File: src/sv/klc_pkg.sv
// Shared types, codes and constants for the keyboard LED command handshake.
package klc_pkg;

	localparam int QDEPTH = 2;

	typedef enum logic [1:0] {
		REG_TRY_LIMIT    = 2'd0,
		REG_COMMAND_CODE = 2'd1,
		REG_ACK_CODE     = 2'd2,
		REG_RESEND_CODE  = 2'd3
	} reg_idx_t;

	typedef enum logic [1:0] {
		OP_START    = 2'd0,
		OP_STATUS   = 2'd1,
		OP_RESPONSE = 2'd2,
		OP_NONE     = 2'd3
	} op_t;

	typedef enum logic [2:0] {
		EV_NONE,
		EV_START,
		EV_TIMEOUT,
		EV_ACK,
		EV_RESEND,
		EV_OTHER
	} ev_cls_t;

	typedef enum logic [1:0] {
		PH_IDLE,
		PH_CMD,
		PH_ARG
	} phase_t;

	localparam logic [3:0] TRY_LIMIT_RST    = 4'd10;
	localparam logic [7:0] COMMAND_CODE_RST = 8'd237;
	localparam logic [7:0] ACK_CODE_RST     = 8'd250;
	localparam logic [7:0] RESEND_CODE_RST  = 8'd254;
	localparam logic [3:0] TRY_MAX          = 4'd15;

	typedef struct packed {
		logic [3:0] try_limit;
		logic [7:0] command_code;
		logic [7:0] ack_code;
		logic [7:0] resend_code;
	} cfg_t;

	typedef struct packed {
		ev_cls_t    cls;
		logic [2:0] mask;
	} ev_t;

	typedef struct packed {
		logic       send_valid;
		logic [7:0] send_byte;
		logic       done_res;
		logic       failed;
		logic [2:0] led_status_out;
	} res_t;

endpackage

File: src/sv/klc_front.sv
// Front end: accepts input words, classifies them and queues the events.
module klc_front import klc_pkg::*; (
	input  logic       clk,
	input  logic       arst_n,
	input  logic       push,
	output logic       full,
	input  logic [1:0] operation,
	input  logic [2:0] led_mask,
	input  logic       timeout_flag,
	input  logic [7:0] response_byte,
	input  cfg_t       cfg,
	output logic       ev_valid,
	output ev_t        ev,
	input  logic       ev_take
);

	ev_t        mem_q [QDEPTH];
	logic       wr_ptr_q;
	logic       rd_ptr_q;
	logic [1:0] count_q;
	ev_t        ev_new;
	logic       do_push;

	always_comb begin
		ev_new.mask = led_mask;
		case (op_t'(operation))
			OP_START:    ev_new.cls = EV_START;
			OP_STATUS:   ev_new.cls = timeout_flag ? EV_TIMEOUT : EV_NONE;
			OP_RESPONSE: begin
				if (response_byte == cfg.ack_code)
					ev_new.cls = EV_ACK;
				else if (response_byte == cfg.resend_code)
					ev_new.cls = EV_RESEND;
				else
					ev_new.cls = EV_OTHER;
			end
			default:     ev_new.cls = EV_NONE;
		endcase
	end

	assign full     = (count_q == 2'(QDEPTH));
	assign ev_valid = (count_q != 2'd0);
	assign do_push  = push && !full;
	assign ev       = mem_q[rd_ptr_q];

	always_ff @(posedge clk) begin
		if (do_push)
			mem_q[wr_ptr_q] <= ev_new;
	end

	always_ff @(posedge clk or negedge arst_n) begin
		if (!arst_n) begin
			wr_ptr_q <= 1'b0;
			rd_ptr_q <= 1'b0;
			count_q  <= 2'd0;
		end else begin
			if (do_push)
				wr_ptr_q <= ~wr_ptr_q;
			if (ev_take)
				rd_ptr_q <= ~rd_ptr_q;
			case ({do_push, ev_take})
				2'b10:   count_q <= count_q + 2'd1;
				2'b01:   count_q <= count_q - 2'd1;
				default: count_q <= count_q;
			endcase
		end
	end

endmodule

File: src/sv/klc_back.sv
// Back end: exchange state machine and result queue.
module klc_back import klc_pkg::*; (
	input  logic clk,
	input  logic arst_n,
	input  cfg_t cfg,
	input  logic ev_valid,
	input  ev_t  ev,
	output logic ev_take,
	input  logic pop,
	output logic empty,
	output res_t res
);

	phase_t     phase_q, phase_d;
	logic [3:0] try_q, try_d;
	logic [2:0] mask_q, mask_d;
	logic [2:0] led_q, led_d;
	logic [3:0] try_inc;
	logic       hit;
	logic       active;
	res_t       res_new;

	res_t       mem_q [QDEPTH];
	logic       wr_ptr_q;
	logic       rd_ptr_q;
	logic [1:0] count_q;
	logic       do_pop;

	assign active  = (phase_q == PH_CMD) || (phase_q == PH_ARG);
	assign try_inc = (try_q == TRY_MAX) ? TRY_MAX : try_q + 4'd1;
	assign hit     = (try_inc >= cfg.try_limit);

	// next state
	always_comb begin
		phase_d = phase_q;
		try_d   = try_q;
		mask_d  = mask_q;
		led_d   = led_q;
		case (ev.cls)
			EV_START: begin
				mask_d  = ev.mask;
				try_d   = 4'd0;
				phase_d = (cfg.try_limit == 4'd0) ? PH_IDLE : PH_CMD;
			end
			EV_TIMEOUT: begin
				if (active) begin
					try_d = try_inc;
					if (hit)
						phase_d = PH_IDLE;
				end
			end
			EV_ACK: begin
				if (phase_q == PH_CMD) begin
					phase_d = PH_ARG;
				end else if (phase_q == PH_ARG) begin
					phase_d = PH_IDLE;
					led_d   = mask_q;
				end
			end
			EV_RESEND, EV_OTHER: begin
				if (active) begin
					try_d = try_inc;
					if (hit)
						phase_d = PH_IDLE;
					else if (ev.cls == EV_OTHER)
						phase_d = PH_CMD;
				end
			end
			default: ;
		endcase
	end

	// result word
	always_comb begin
		res_new                = '0;
		res_new.led_status_out = led_d;
		case (ev.cls)
			EV_START: begin
				if (cfg.try_limit == 4'd0) begin
					res_new.failed = 1'b1;
				end else begin
					res_new.send_valid = 1'b1;
					res_new.send_byte  = cfg.command_code;
				end
			end
			EV_TIMEOUT: res_new.failed = active && hit;
			EV_ACK: begin
				if (phase_q == PH_CMD) begin
					res_new.send_valid = 1'b1;
					res_new.send_byte  = {5'd0, mask_q};
				end else if (phase_q == PH_ARG) begin
					res_new.done_res = 1'b1;
				end
			end
			EV_RESEND, EV_OTHER: begin
				if (active) begin
					if (hit) begin
						res_new.failed = 1'b1;
					end else begin
						res_new.send_valid = 1'b1;
						if (phase_q == PH_ARG && ev.cls == EV_RESEND)
							res_new.send_byte = {5'd0, mask_q};
						else
							res_new.send_byte = cfg.command_code;
					end
				end
			end
			default: ;
		endcase
	end

	assign ev_take = ev_valid && (count_q != 2'(QDEPTH));
	assign empty   = (count_q == 2'd0);
	assign do_pop  = pop && !empty;
	assign res     = mem_q[rd_ptr_q];

	always_ff @(posedge clk) begin
		if (ev_take)
			mem_q[wr_ptr_q] <= res_new;
	end

	always_ff @(posedge clk or negedge arst_n) begin
		if (!arst_n) begin
			phase_q  <= PH_IDLE;
			try_q    <= 4'd0;
			mask_q   <= 3'd0;
			led_q    <= 3'd0;
			wr_ptr_q <= 1'b0;
			rd_ptr_q <= 1'b0;
			count_q  <= 2'd0;
		end else begin
			if (ev_take) begin
				phase_q  <= phase_d;
				try_q    <= try_d;
				mask_q   <= mask_d;
				led_q    <= led_d;
				wr_ptr_q <= ~wr_ptr_q;
			end
			if (do_pop)
				rd_ptr_q <= ~rd_ptr_q;
			case ({ev_take, do_pop})
				2'b10:   count_q <= count_q + 2'd1;
				2'b01:   count_q <= count_q - 2'd1;
				default: count_q <= count_q;
			endcase
		end
	end

endmodule

File: src/sv/keyboard_led_command_handshake.sv
// Host side of the keyboard set-LEDs exchange: one result word per input word.
// Every input word yields exactly one result word. The block takes one word per
// clock while full is low; a pushed word is classified into a two-entry event
// queue and its result, computed by the exchange state machine in the back end,
// is written to the result queue when the back end takes the event. Sustained
// throughput is one word per cycle while the result side pops. Each side has
// two entries of buffering. Configuration writes take effect on the next clock
// and should be made while no words are in flight.
module keyboard_led_command_handshake import klc_pkg::*; (
	input  logic       clk,
	input  logic       arst_n,
	input  logic       push,
	output logic       full,
	input  logic [1:0] operation,
	input  logic [2:0] led_mask,
	input  logic       timeout_flag,
	input  logic [7:0] response_byte,
	output logic       empty,
	input  logic       pop,
	output logic       send_valid,
	output logic [7:0] send_byte,
	output logic       done_res,
	output logic       failed,
	output logic [2:0] led_status_out,
	input  logic       cfg_we,
	input  logic [1:0] cfg_index,
	input  logic [7:0] cfg_data
);

	cfg_t cfg_q;
	logic ev_valid;
	ev_t  ev;
	logic ev_take;
	res_t res;

	always_ff @(posedge clk or negedge arst_n) begin
		if (!arst_n) begin
			cfg_q.try_limit    <= TRY_LIMIT_RST;
			cfg_q.command_code <= COMMAND_CODE_RST;
			cfg_q.ack_code     <= ACK_CODE_RST;
			cfg_q.resend_code  <= RESEND_CODE_RST;
		end else if (cfg_we) begin
			case (reg_idx_t'(cfg_index))
				REG_TRY_LIMIT:    cfg_q.try_limit    <= cfg_data[3:0];
				REG_COMMAND_CODE: cfg_q.command_code <= cfg_data;
				REG_ACK_CODE:     cfg_q.ack_code     <= cfg_data;
				REG_RESEND_CODE:  cfg_q.resend_code  <= cfg_data;
				default: ;
			endcase
		end
	end

	klc_front u_front (
		.clk          (clk),
		.arst_n       (arst_n),
		.push         (push),
		.full         (full),
		.operation    (operation),
		.led_mask     (led_mask),
		.timeout_flag (timeout_flag),
		.response_byte(response_byte),
		.cfg          (cfg_q),
		.ev_valid     (ev_valid),
		.ev           (ev),
		.ev_take      (ev_take)
	);

	klc_back u_back (
		.clk     (clk),
		.arst_n  (arst_n),
		.cfg     (cfg_q),
		.ev_valid(ev_valid),
		.ev      (ev),
		.ev_take (ev_take),
		.pop     (pop),
		.empty   (empty),
		.res     (res)
	);

	assign send_valid     = res.send_valid;
	assign send_byte      = res.send_byte;
	assign done_res       = res.done_res;
	assign failed         = res.failed;
	assign led_status_out = res.led_status_out;

`ifndef SYNTHESIS
	a_excl: assert property (@(posedge clk) disable iff (!arst_n)
		!empty |-> !((send_valid && done_res) || (send_valid && failed) || (done_res && failed)))
		else $error("result word has more than one outcome");
	a_nosend_zero: assert property (@(posedge clk) disable iff (!arst_n)
		(!empty && !send_valid) |-> (send_byte == 8'd0))
		else $error("send byte nonzero without send");
	a_take: assert property (@(posedge clk) disable iff (!arst_n)
		(ev_valid && empty) |=> !empty)
		else $error("queued event did not produce a result");
`endif

endmodule

File: config.mk
export PLATFORM = sky130hd
export DESIGN_NAME = keyboard_led_command_handshake
export DESIGN_NICKNAME = d
export VERILOG_FILES = /design/src/sv/klc_pkg.sv /design/src/sv/klc_front.sv /design/src/sv/klc_back.sv /design/src/sv/keyboard_led_command_handshake.sv
export SDC_FILE = /design/constraint.sdc
export NUM_CORES = 1
export LEC_CHECK = 0
export ABC_AREA = 1
export ABC_CLOCK_PERIOD_IN_PS = 5850
export BUFFER_PORTS_ARGS = -buffer_cell sky130_fd_sc_hd__clkbuf_2
export CORE_UTILIZATION = 39
export DETAILED_ROUTE_END_ITERATION = 10
export GPL_TIMING_DRIVEN = 0
export SLEW_MARGIN = 20
export SYNTH_ARGS = -nofsm -noshare
export SYNTH_HDL_FRONTEND = slang
export SYNTH_SLANG_ARGS = --single-unit
File: constraint.sdc
create_clock -name clk -period 5.85 [get_ports clk]
set_clock_uncertainty 0.1 [all_clocks]
set_input_delay 0.8775 -clock clk [delete_from_list [all_inputs] [get_ports clk]]
set_output_delay 0.8775 -clock clk [all_outputs]
set_load 0.005 [all_outputs]
### Yosys cells after proc, flatten, opt, wreduce, memory -nomap -nowiden

Memories as Yosys holds them, arrays and structs flattened.
Cells that the tools add are included.

| storage, ports and cells | value |
|---|---|
| bits in registers | 48 |
| bits in writable memories | 40 |
| input bits | 29 |
| output and inout port bits | 16 |
| logic and storage cells | 117 |
| memories | 2 |

| cells by class | value |
|---|---|
| add/sub/neg operators | 5 |
| order comparisons | 1 |
| eq/ne operators | 27 |
| mux-type cells | 38 |
| bitwise logic cells | 4 |
| reduce and logical (&&, ||, !) cells | 26 |

Memory list:

| memory | depth | width | read ports | clocked after Yosys merged registers in | write ports | RTL line | RTL |
|---|---|---|---|---|---|---|---|
| u_back.mem_q | 2 | 14 | 1 | 0 | 1 | klc_back.sv:23 | `res_t mem_q [QDEPTH];` |
| u_front.mem_q | 2 | 6 | 1 | 0 | 1 | klc_front.sv:17 | `ev_t mem_q [QDEPTH];` |

Operators by type and width:

| kind | count |
|---|---|
| 9-bit 2-to-1 mux | 4 |
| 9-bit case mux with 3 select lines | 1 |
| 8-bit == test | 2 |
| 2-bit 2-to-1 mux | 8 |
| 2-bit == test (second input constant) | 7 |
| 1-bit 2-to-1 mux | 12 |
| 3-bit 2-to-1 mux | 4 |
| 2-bit by 1-bit == test with 1-bit output (second input constant) | 5 |
| 2-bit AND reduction | 5 |
| 3-bit case mux with 3 select lines | 1 |
| 4-bit 2-to-1 mux | 2 |
| 8-bit 2-to-1 mux | 1 |
| 2-bit by 1-bit != test with 1-bit output (second input constant) | 4 |
| 2-bit case mux with 2 select lines | 2 |
| 2-bit case mux with 4 select lines | 1 |
| 4-bit case mux with 2 select lines | 1 |
| 2-bit nonzero test | 4 |
| 7-bit AND reduction | 1 |
| 3-bit by 2-bit == test with 1-bit output (second input constant) | 2 |
| 3-bit == test (second input constant) | 2 |
| 2-bit zero test | 3 |
| 3-bit by 1-bit != test with 1-bit output (second input constant) | 2 |
| 1-bit logical AND | 5 |
| 2-bit by 1-bit adder with 2-bit output (second input constant) | 2 |
| other kinds (15) | 20 |

### Depth between registers and ports, before layout

Gate-level depths: netlist (run 1).
An unclocked memory read counts as a cell.

| depth | value |
|---|---|
| depth in word-level cells | 7 |
| gate-level depth with buffers | 15 |
| gate-level depth less buffers | 15 |

### By module

Synthesis (run 1) repeated with hierarchy kept, for this count alone.

| second synthesis, totals | value |
|---|---|
| cell total of the unflattened synthesis | 496 |
| area, all modules | 4,478.0 µm² |

Modules (own cells, without submodules):

| module | times used | cells each | area each (µm²) | sequential area each (µm²) |
|---|---|---|---|---|
| klc_back | 1 | 272 | 2,363.5 | 1,241.2 |
| keyboard_led_command_handshake | 1 | 126 | 1,188.6 | 726.9 |
| klc_front | 1 | 98 | 925.9 | 460.4 |

### Least setup slack after synthesis (run 1)

Ideal clock, no wire load.

| path | value |
|---|---|
| path type | reg2reg |
| start | register u_back.try_q[0] |
| end | memory u_back.mem_q[0][10] (netlist bit), data pin |
| setup time | 0.141 ns |
| arrival | 1.926 ns |
| data required time | 5.609 ns |
| path slack | 3.683 ns |
| stages on the path, launching flop included | 10 |
| period minus slack after synthesis | 2.167 ns |
| cells stage by stage | dfrtp_1 > ha_1 > nand3_1 > nand3_1 > ha_1 > a21oi_1 > nand3_1 > nor3_4 > o21ai_4 > nor2_2 |

RTL lines:

| item | RTL line | RTL |
|---|---|---|
| start: declaration | klc_back.sv:15 | `logic [3:0] try_q, try_d;` |
| start signal: assignment | klc_back.sv:134 | `try_q <= try_d;` |
| end: declaration | klc_back.sv:23 |  |

### Worst setup path in the final report (run 1)

| path | value |
|---|---|
| start | register u_back.rd_ptr_q |
| end | output port failed |

| on the way | value |
|---|---|
| cells in the longest elaborated chain, start to end | 1 |

RTL lines:

| item | RTL line | RTL |
|---|---|---|
| start: declaration | klc_back.sv:25 | `logic rd_ptr_q;` |
| start signal: assignment | klc_back.sv:140 | `rd_ptr_q <= ~rd_ptr_q;` |
| memory 2 x 14 bit | n/a |  |
| end: declaration | keyboard_led_command_handshake.sv:23 | `output logic failed,` |

Every way passes these cells.

==> results of run 1 <==
==> cells in the mapped netlist (7+ instances only) <==
library cell,count,area (um^2)
nor2_1,28,105
nor2_2,7,43.8
nand3_1,23,115
ha_1,10,125
edfxtp_1,40,1200
dfrtp_1,27,676
inv_1,58,218
xor2_1,11,96.3
o21ai_0,44,220
nand2_1,136,510
dfstp_2,21,552
==> final timing paths <==
kind | from | end | slack (ps) | cells past startpoint
min | u_back.led_q[1]$_DFFE_PN0P_ | u_back.led_q[1]$_DFFE_PN0P_ | 390 | 2
max in group asynchronous | arst_n | cfg_q[26]$_DFFE_PN0P_ | 4720 | 1
max | u_back.rd_ptr_q$_DFFE_PN0P_ | failed | 3130 | 5
min in group asynchronous | arst_n | u_front.wr_ptr_q$_DFFE_PN0P_ | 460 | 1
min reg2reg | u_back.led_q[1]$_DFFE_PN0P_ | u_back.led_q[1]$_DFFE_PN0P_ | 390 | 2
max reg2reg | u_back.try_q[0]$_DFFE_PN0P_ | u_back.mem_q[1][12]$_DFFE_PP_ | 3320 | 9
==> sequential cells by signal, indices dropped and copies added, names as in the netlist, 2 cells and up <==
signal,flops
u_back.try_q,4
u_front.mem_q,12
u_front.count_q,2
u_back.count_q,2
u_back.led_q,3
cfg_q,28
u_back.mem_q,28
u_back.phase_q,2
u_back.mask_q,3
==> worst max-delay path, delay by kind of cell (launching register included) <==
family | cells | cell delay (ps)
buffers and inverters | 3 | 720
DFF | 1 | 460
and+or+nand+nor | 2 | 210
==> power groups by stage <==
stage,clock network (mW),registers (mW),logic [mW]
detailed placement,0,1.04,1.00
CTS,0.471,1.03,1.00
finish,0.462,1.03,0.987
global route,0.497,1.06,1.13
global placement,0,1.04,0.972
floorplan,0,1.01,0.744
==> per-layer routing <==
metal / vias up / wire (um) / track usage (%)
met5: - / 0 / 0
met4: 0 / 112 / 5.77
met3: 10 / 341 / 3.62
met2: 61 / 3840 / 25.4
met1: 1419 / 3930 / 21.1
li1: 1610 / - / -
==> kinds of logic after synthesis <==
family / synth area share (%)
AOI/OAI and AO/OA: 8.69
xor gates and xnor gates: 3.39
adders and majority gates: 2.85
buffers and inverters: 6.07
DFF: 55.3
and+or+nand+nor: 23.7
==> metrics by stage <==
stage	utilization (%)	cell area [um^2]	hold slack, ps	setup slack, ps	std cells
after global placement	44.0	4790	362	3420	649
after CTS	46.0	5010	397	3100	665
final	46.0	5010	393	3130	665
after floorplan	-	4390	349	3680	465
after global routing	46.0	5010	407	2970	665
after detailed placement	44.0	4800	375	3370	649
==> layout make-up <==
cell class,count,area share [%]
Inverter,61,4.72
Sequential cell,88,48.4
Buffer,6,0.599
Timing Repair Buffer,44,4.44
Clock buffer,9,2.47
Clock inverter,7,1.87
Multi-Input combinational cell,310,34.0
Tap cell,140,3.49
==> impl_results.md, run 1 <==
- Slowest-stage cell, CP: dfrtp_1
- Primary FF master, synth: edfxtp_1
- Int Power: 1.51 mW
- WP data arrival: 1740 ps
- Most frequent cells in the layout: nand2_1, inv_1, o21ai_0
- Clock Pin Slew Worst Setup and Hold Paths: 80 ps
- Final hold vios: 0
- Worst path cell trace: inv_1 > clkbuf_1 > nand2_1 > nand2_1 > clkbuf_2
- Number of post-CTS setup repair buffers: 0
- Post-synth EDFFs: 40
- Distinct cell type count after synthesis: 34
- First-pass GRT wire length: 14.0 mm
- Rel. slew slack: 49.8%
- Worst-path maximum fanout: 10
- Row cnt: 38
- Pleak: 2.34 nW
- CTS resizes: 0
- Fin Setup TNS: 0 ps
- Syn_nets: 504
- Hold Crit Class: reg -> reg
- I/O pins: 45
- Post-Syn Instances: 465
- Power per Cell Area: 494 mW/mm^2
- Die W: 108 um
- Most frequent cell on the critical path: nand2_1
- Period utilization: 46.5%
- Clock power share: 18.7%
- CTS tree: yes
- Post-synth ARST share: 54.5%
- Sequential Area: 0.00243 mm^2
- Routed wire length: 8.22 mm
- DRC: 0
- Setup violation total in the final timing report: 0
- Insertion delay to the later sink of the worst-skew pair: 360 ps
- Ys Warns: 0
- Starting density of the core: 40.3%
- Slew Limit Fails: 0
- Delay of the slowest critical-path stage: 460 ps
- Commonest non-fill, non-tap cell in the layout: nand2_1
- Crit Path Category: reg -> out
- Max cap viols: 0
- Cts hold-fix bufs: 0
- Area delta synth->final: 14.1%
- Sequential share of power: 41.5%
- Vias in the first global route: 2,929
- Logic pwr share: 39.8%
- Drt wl/cell: 12.4 um
- Clock Tree Root: clkbuf_8
- Gr ovfl total: 0
- Synth Area per Inst: 9.45 um^2
- Vias per inst: 4.66
- Fillers: 1,036
- Clock buffer depth: 2
- Pin count of the biggest net entering global routing: 49
- CP Launch Type: register
- Yosys reg bits: 88
- RSZ-0062 raised after global routing: no
- Final #Nets: 559
- Share of layout cells above drive strength 1: 22.9%
- Final worst path period need: 2720 ps
- Die height: 108 um
- Area of the multi-input gates: 0.00170 mm^2
- GP Congestion: 0.817
- Num CTS Buffers: 9
- Sw Ratio: 39.1%
- Clock Sink Count: 88
- Worst VDD drop: 170 uV
- DRT antenna net count: 0
- Initial antenna violation count: 0
- Crit path capture type: primary output
- Diode count: 0
- Outcome: completed
- Core area: 0.0109 mm^2
- Register area share after synthesis: 55.3%
- Mapped cell area: 0.00439 mm^2
- DIE AREA: 0.0117 mm^2
- Max Clk Rate: 368 MHz
- First-pass DRT Iterations: 5
- DP HPWL: 6.09 mm
- Initial drt markers: 211
- Least-Margin Pin Slew: 753 ps
- Power, Total: 2.48 mW
- Port bufs: 44
- Net Switching: 0.970 mW
- Routed vias: 3,100
- H-tree levels: 3
- Required time of the critical path: 4870 ps
- Global Route Usage Sum: 15.9%
Note: power is estimated with default switching activity, not from simulation.
==> inputs of run 2 (changes only) <==
--- a/config.mk
+++ b/config.mk
@@ -5,8 +5,8 @@
 export SDC_FILE = /design/constraint.sdc
 export NUM_CORES = 1
 export LEC_CHECK = 0
-export ABC_AREA = 1
-export ABC_CLOCK_PERIOD_IN_PS = 5850
+export ABC_AREA = 0
+export ABC_CLOCK_PERIOD_IN_PS = 2300
 export BUFFER_PORTS_ARGS = -buffer_cell sky130_fd_sc_hd__clkbuf_2
 export CORE_UTILIZATION = 39
 export DETAILED_ROUTE_END_ITERATION = 10
==> constraint.sdc (replaced) <==
create_clock -name clk -period 2.3 [get_ports clk]
set_clock_uncertainty 0.1 [all_clocks]
set_input_delay 0.345 -clock clk [delete_from_list [all_inputs] [get_ports clk]]
set_output_delay 0.345 -clock clk [all_outputs]
set_load 0.005 [all_outputs]
==> run 2 against run 1 <==
Net effect:
- the run now ends with setup timing left
- routed wire length is 11% lower
- cell count is 24% lower
- clock-buffer cell count stayed put
- largest cell class unchanged
- largest power group unchanged
==> impl_results.md, run 2 <==
- Post-synth EDFFs: 40 (unchanged)
- Drt wl/cell: 14.6 um (+18%)
- Required time of the critical path: 2410 ps (-2460 ps)
- CTS tree: yes
- RSZ-0062 raised after global routing: yes
- Critical Path Sink: u_back.mem_q[0][7]$_DFFE_PP_
- DP HPWL: 5.33 mm (-12%)
- Post-DP Area: 0.00455 mm^2 (-5.0%)
- Starting density of the core: 40.1% (-0.24 points)
- Area delta synth->final: 17.3%
- Worst-path maximum fanout: 8 (-2)
- Yosys reg bits: 88 (unchanged)
- Insertion delay to the later sink of the worst-skew pair: 360 ps (about the same)
- Net Switching: 2.04 mW (+110%)
- Mapped cell area: 0.00412 mm^2 (-6.2%)
- WHS: 80.9 ps (-312 ps)
- Final hold vios: 0 (unchanged)
- Post-synth ARST share: 54.5% (unchanged)
- H-tree levels: 3 (unchanged)
- Non-filler cells, final: 505 (-24%)
- Pre-CTS WS: -370 ps (-3740 ps)
- Int Power: 3.92 mW (+160%)
- Critical R2R Launch: u_back.try_q[0]$_DFFE_PN0P_
- Clock Pin Slew Worst Setup and Hold Paths: 90 ps (about the same)
- Syn_nets: 340 (-33%)
- Primary FF master, synth: edfxtp_1
- Pleak: 1.99 nW (-15%)
- Period utilization: 113%
- Clock Sink Count: 88 (unchanged)
- CP Launch Type: register
- Worst Setup SP: u_back.try_q[0]$_DFFE_PN0P_
- Commonest non-fill, non-tap cell in the layout: mux2_2
- Outcome: complete, but fails checks
- Ys Warns: 0 (unchanged)
- Most common library cells after synthesis: mux2_2, edfxtp_1, dfrtp_1
- Power per Cell Area: 1230 mW/mm^2 (+150%)
- Setup violation total in the final timing report: 20 (+20)
- First-pass DRT Iterations: 4 (-1)
- Num CTS Buffers: 9 (unchanged)
- Sw Ratio: 34.3% (-4.8 points)
- Final #Nets: 403 (-28%)
- Final worst path period need: 2600 ps
- Port bufs: 44 (unchanged)
- Placed Cells: 481 (-26%)
- Synth area leaders: edfxtp_1, dfrtp_1, dfstp_2
- Yosys top cell by area: edfxtp_1
- I/O pins: 45 (unchanged)
- Max cap viols: 0 (unchanged)
- Diode count: 0 (unchanged)
- Least-Margin Pin Slew: 724 ps (-29.1 ps)
- First-pass GRT wire length: 12.4 mm (-12%)
- Clock power share: 15.9% (-2.8 points)
- Reg2Reg Capture Point: u_back.mem_q[0][7]$_DFFE_PP_
- Logic pwr share: 40.1% (+0.3 points)
- Die W: 105 um (-3.1%)
- Vias per inst: 4.86 (+4.3%)
- Initial drt markers: 112 (-47%)
- Most numerous cell in the Yosys netlist: mux2_2
- DRT antenna net count: 0 (unchanged)
- Initial antenna violation count: 0 (unchanged)
- Most frequent cells in the layout: mux2_2, clkbuf_2, edfxtp_1
- Rel. slew slack: 51.7% (+1.9 points)
- Routed vias: 2,456 (-21%)
- Gr ovfl total: 0 (unchanged)
- DIE AREA: 0.0110 mm^2 (-6.1%)
- Crit Path Category: reg -> reg
- Slew Limit Fails: 0 (unchanged)
- Core area: 0.0103 mm^2 (-5.6%)
- WP data arrival: 2710 ps (+970 ps)
- Setup WS post-layout: -297 ps (-3430 ps)
- Pin count of the biggest net entering global routing: 49 (unchanged)
- Worst VDD drop: 376 uV (+120%)
- Row cnt: 37 (-2.6%)
- GP Congestion: 0.833 (+1.9%)
- Top flop regs: cfg_q: 28 flops, u_back.mem_q: 28 flops, u_front.mem_q: 12 flops
- Top cell type's share of synthesized area: 29.1% (+1.8 points)
- Die height: 105 um (-3.1%)
- Crit path capture type: register
- Failing checks: setup timing
- Vias in the first global route: 2,451 (-16%)
- DRC: 0 (unchanged)
- Max Clk Rate: 385 MHz
- Share of layout cells above drive strength 1: 43.4% (+21 points)
- Clock buffer depth: 2 (unchanged)
- Fin Setup TNS: -4660 ps (-4660 ps)
- Reg2Reg Depth: 10 (+1)
- Synth Area per Inst: 13.7 um^2 (+45%)
- Routed wire length: 7.35 mm (-11%)
- Hold Crit Class: in -> reg
- Register area share after synthesis: 58.9% (+3.6 points)
- Sequential share of power: 44.1% (+2.6 points)
- Clock Tree Root: clkbuf_8
- Final Cell Area: 0.00483 mm^2 (-3.6%)
- Post-Syn Instances: 301 (-35%)
- Distinct cell type count after synthesis: 43 (+26%)
- Setup slack, reg-to-reg: -300 ps (-3620 ps)
- Global Route Usage Sum: 14.8% (-1.1 points)
-- run 2: cell count changes after synthesis, sizes merged, moves of 5 or more --
cell    previous run  this run
nand2            148        22
inv               61        12
mux2               0        48
o21ai             48        16
nor2              37        14
nand3             26         9
mux2i              0         9
and2               0         7
nand2b             0         7
xor2              11        18
nand3b             0         5
-- run 2: worst max-delay path: stages, from the launching register on --
cell       delay, ps
dfrtp_1          430
ha_4             190
nand3_2           80
and2_4           150
ha_4             190
nand2b_4         140
a2111oi_4        390
o211ai_1         270
a21oi_2          210
buf_6            140
a22o_1           170
-- run 2: cell families (layout without fill, tap and decap cells) --
logic type	Yosys count	count (layout)	share of synthesized area (%)
AO/OA/AOI/OAI	31	31	6.01
adder cells (fa/ha/maj)	10	10	3.04
XOR/XNOR	26	26	5.53
flip-flops	88	88	58.9
multiplexers	57	57	15.5
buffers and inverters	15	83	1.55
AND/OR/NAND/NOR	74	74	9.47
-- run 2: timing repair --
action / 4_1_cts / 5_1_grt
hold endpoints to repair: 27 / 0
pin swaps: 8 / 7
setup endpoints to repair: 29 / 31
resized for setup: 5 / 8
hold buffers: 1 / 0
buffers inserted: 5 / 2
-- run 2: cell type report --
| type | instances | area, um^2 |
|---|---|---|
| well taps | 136 | 170 |
| multi-input cells | 198 | 1700 |
| clock buffers | 9 | 124 |
| clock inverters | 7 | 47.5 |
| repair buffers | 52 | 293 |
| plain buffers | 3 | 22.5 |
| flip-flops and latches | 88 | 2430 |
| inverters | 12 | 45.0 |
| fillers | 963 | 5440 |
-- run 2: metal layers --
metal  vias up  wire length (um)  GRT usage (%)  part of all wire (%)
met4         0               114           6.24                   1.6
met5         -                 0              0                     0
met1      1182              3590           20.0                    49
met3        10               299           3.62                   4.1
li1       1210                 -              -                     -
met2        54              3340           22.5                    45
-- run 2: how the worst min path moves through the flow --
stage                                 startpoint                            end  slack (ps)  cells past startpoint
floorplan                                 arst_n           cfg_q[0]$_DFFE_PN0P_         -50                      0
CTS                                  led_mask[0]  u_front.mem_q[0][0]$_DFFE_PP_          70                      1
global route                         led_mask[1]  u_front.mem_q[1][1]$_DFFE_PP_          60                      1
detailed placement                        arst_n           cfg_q[0]$_DFFE_PN0P_         360                      1
finish                               led_mask[0]  u_front.mem_q[0][0]$_DFFE_PP_          80                      1
global placement    u_front.wr_ptr_q$_DFFE_PN0P_   u_front.wr_ptr_q$_DFFE_PN0P_         380                      1
-- run 2: power groups by stage --
stage / sequential, mW / combinational [mW] / clock, mW
finish: 2.63 / 2.39 / 0.945
global route: 2.70 / 2.67 / 1.06
CTS: 2.63 / 2.38 / 0.971
detailed placement: 2.66 / 2.28 / 0
global placement: 2.64 / 2.23 / 0
floorplan: 2.58 / 1.70 / 0
-- run 2: metrics by stage --
step	total power, mW	utilization [%]
final	5.96	47.0
after global routing	6.42	47.0
after CTS	5.98	46.7
after detailed placement	4.95	44.3
after global placement	4.87	44.2
after floorplan	4.27	-
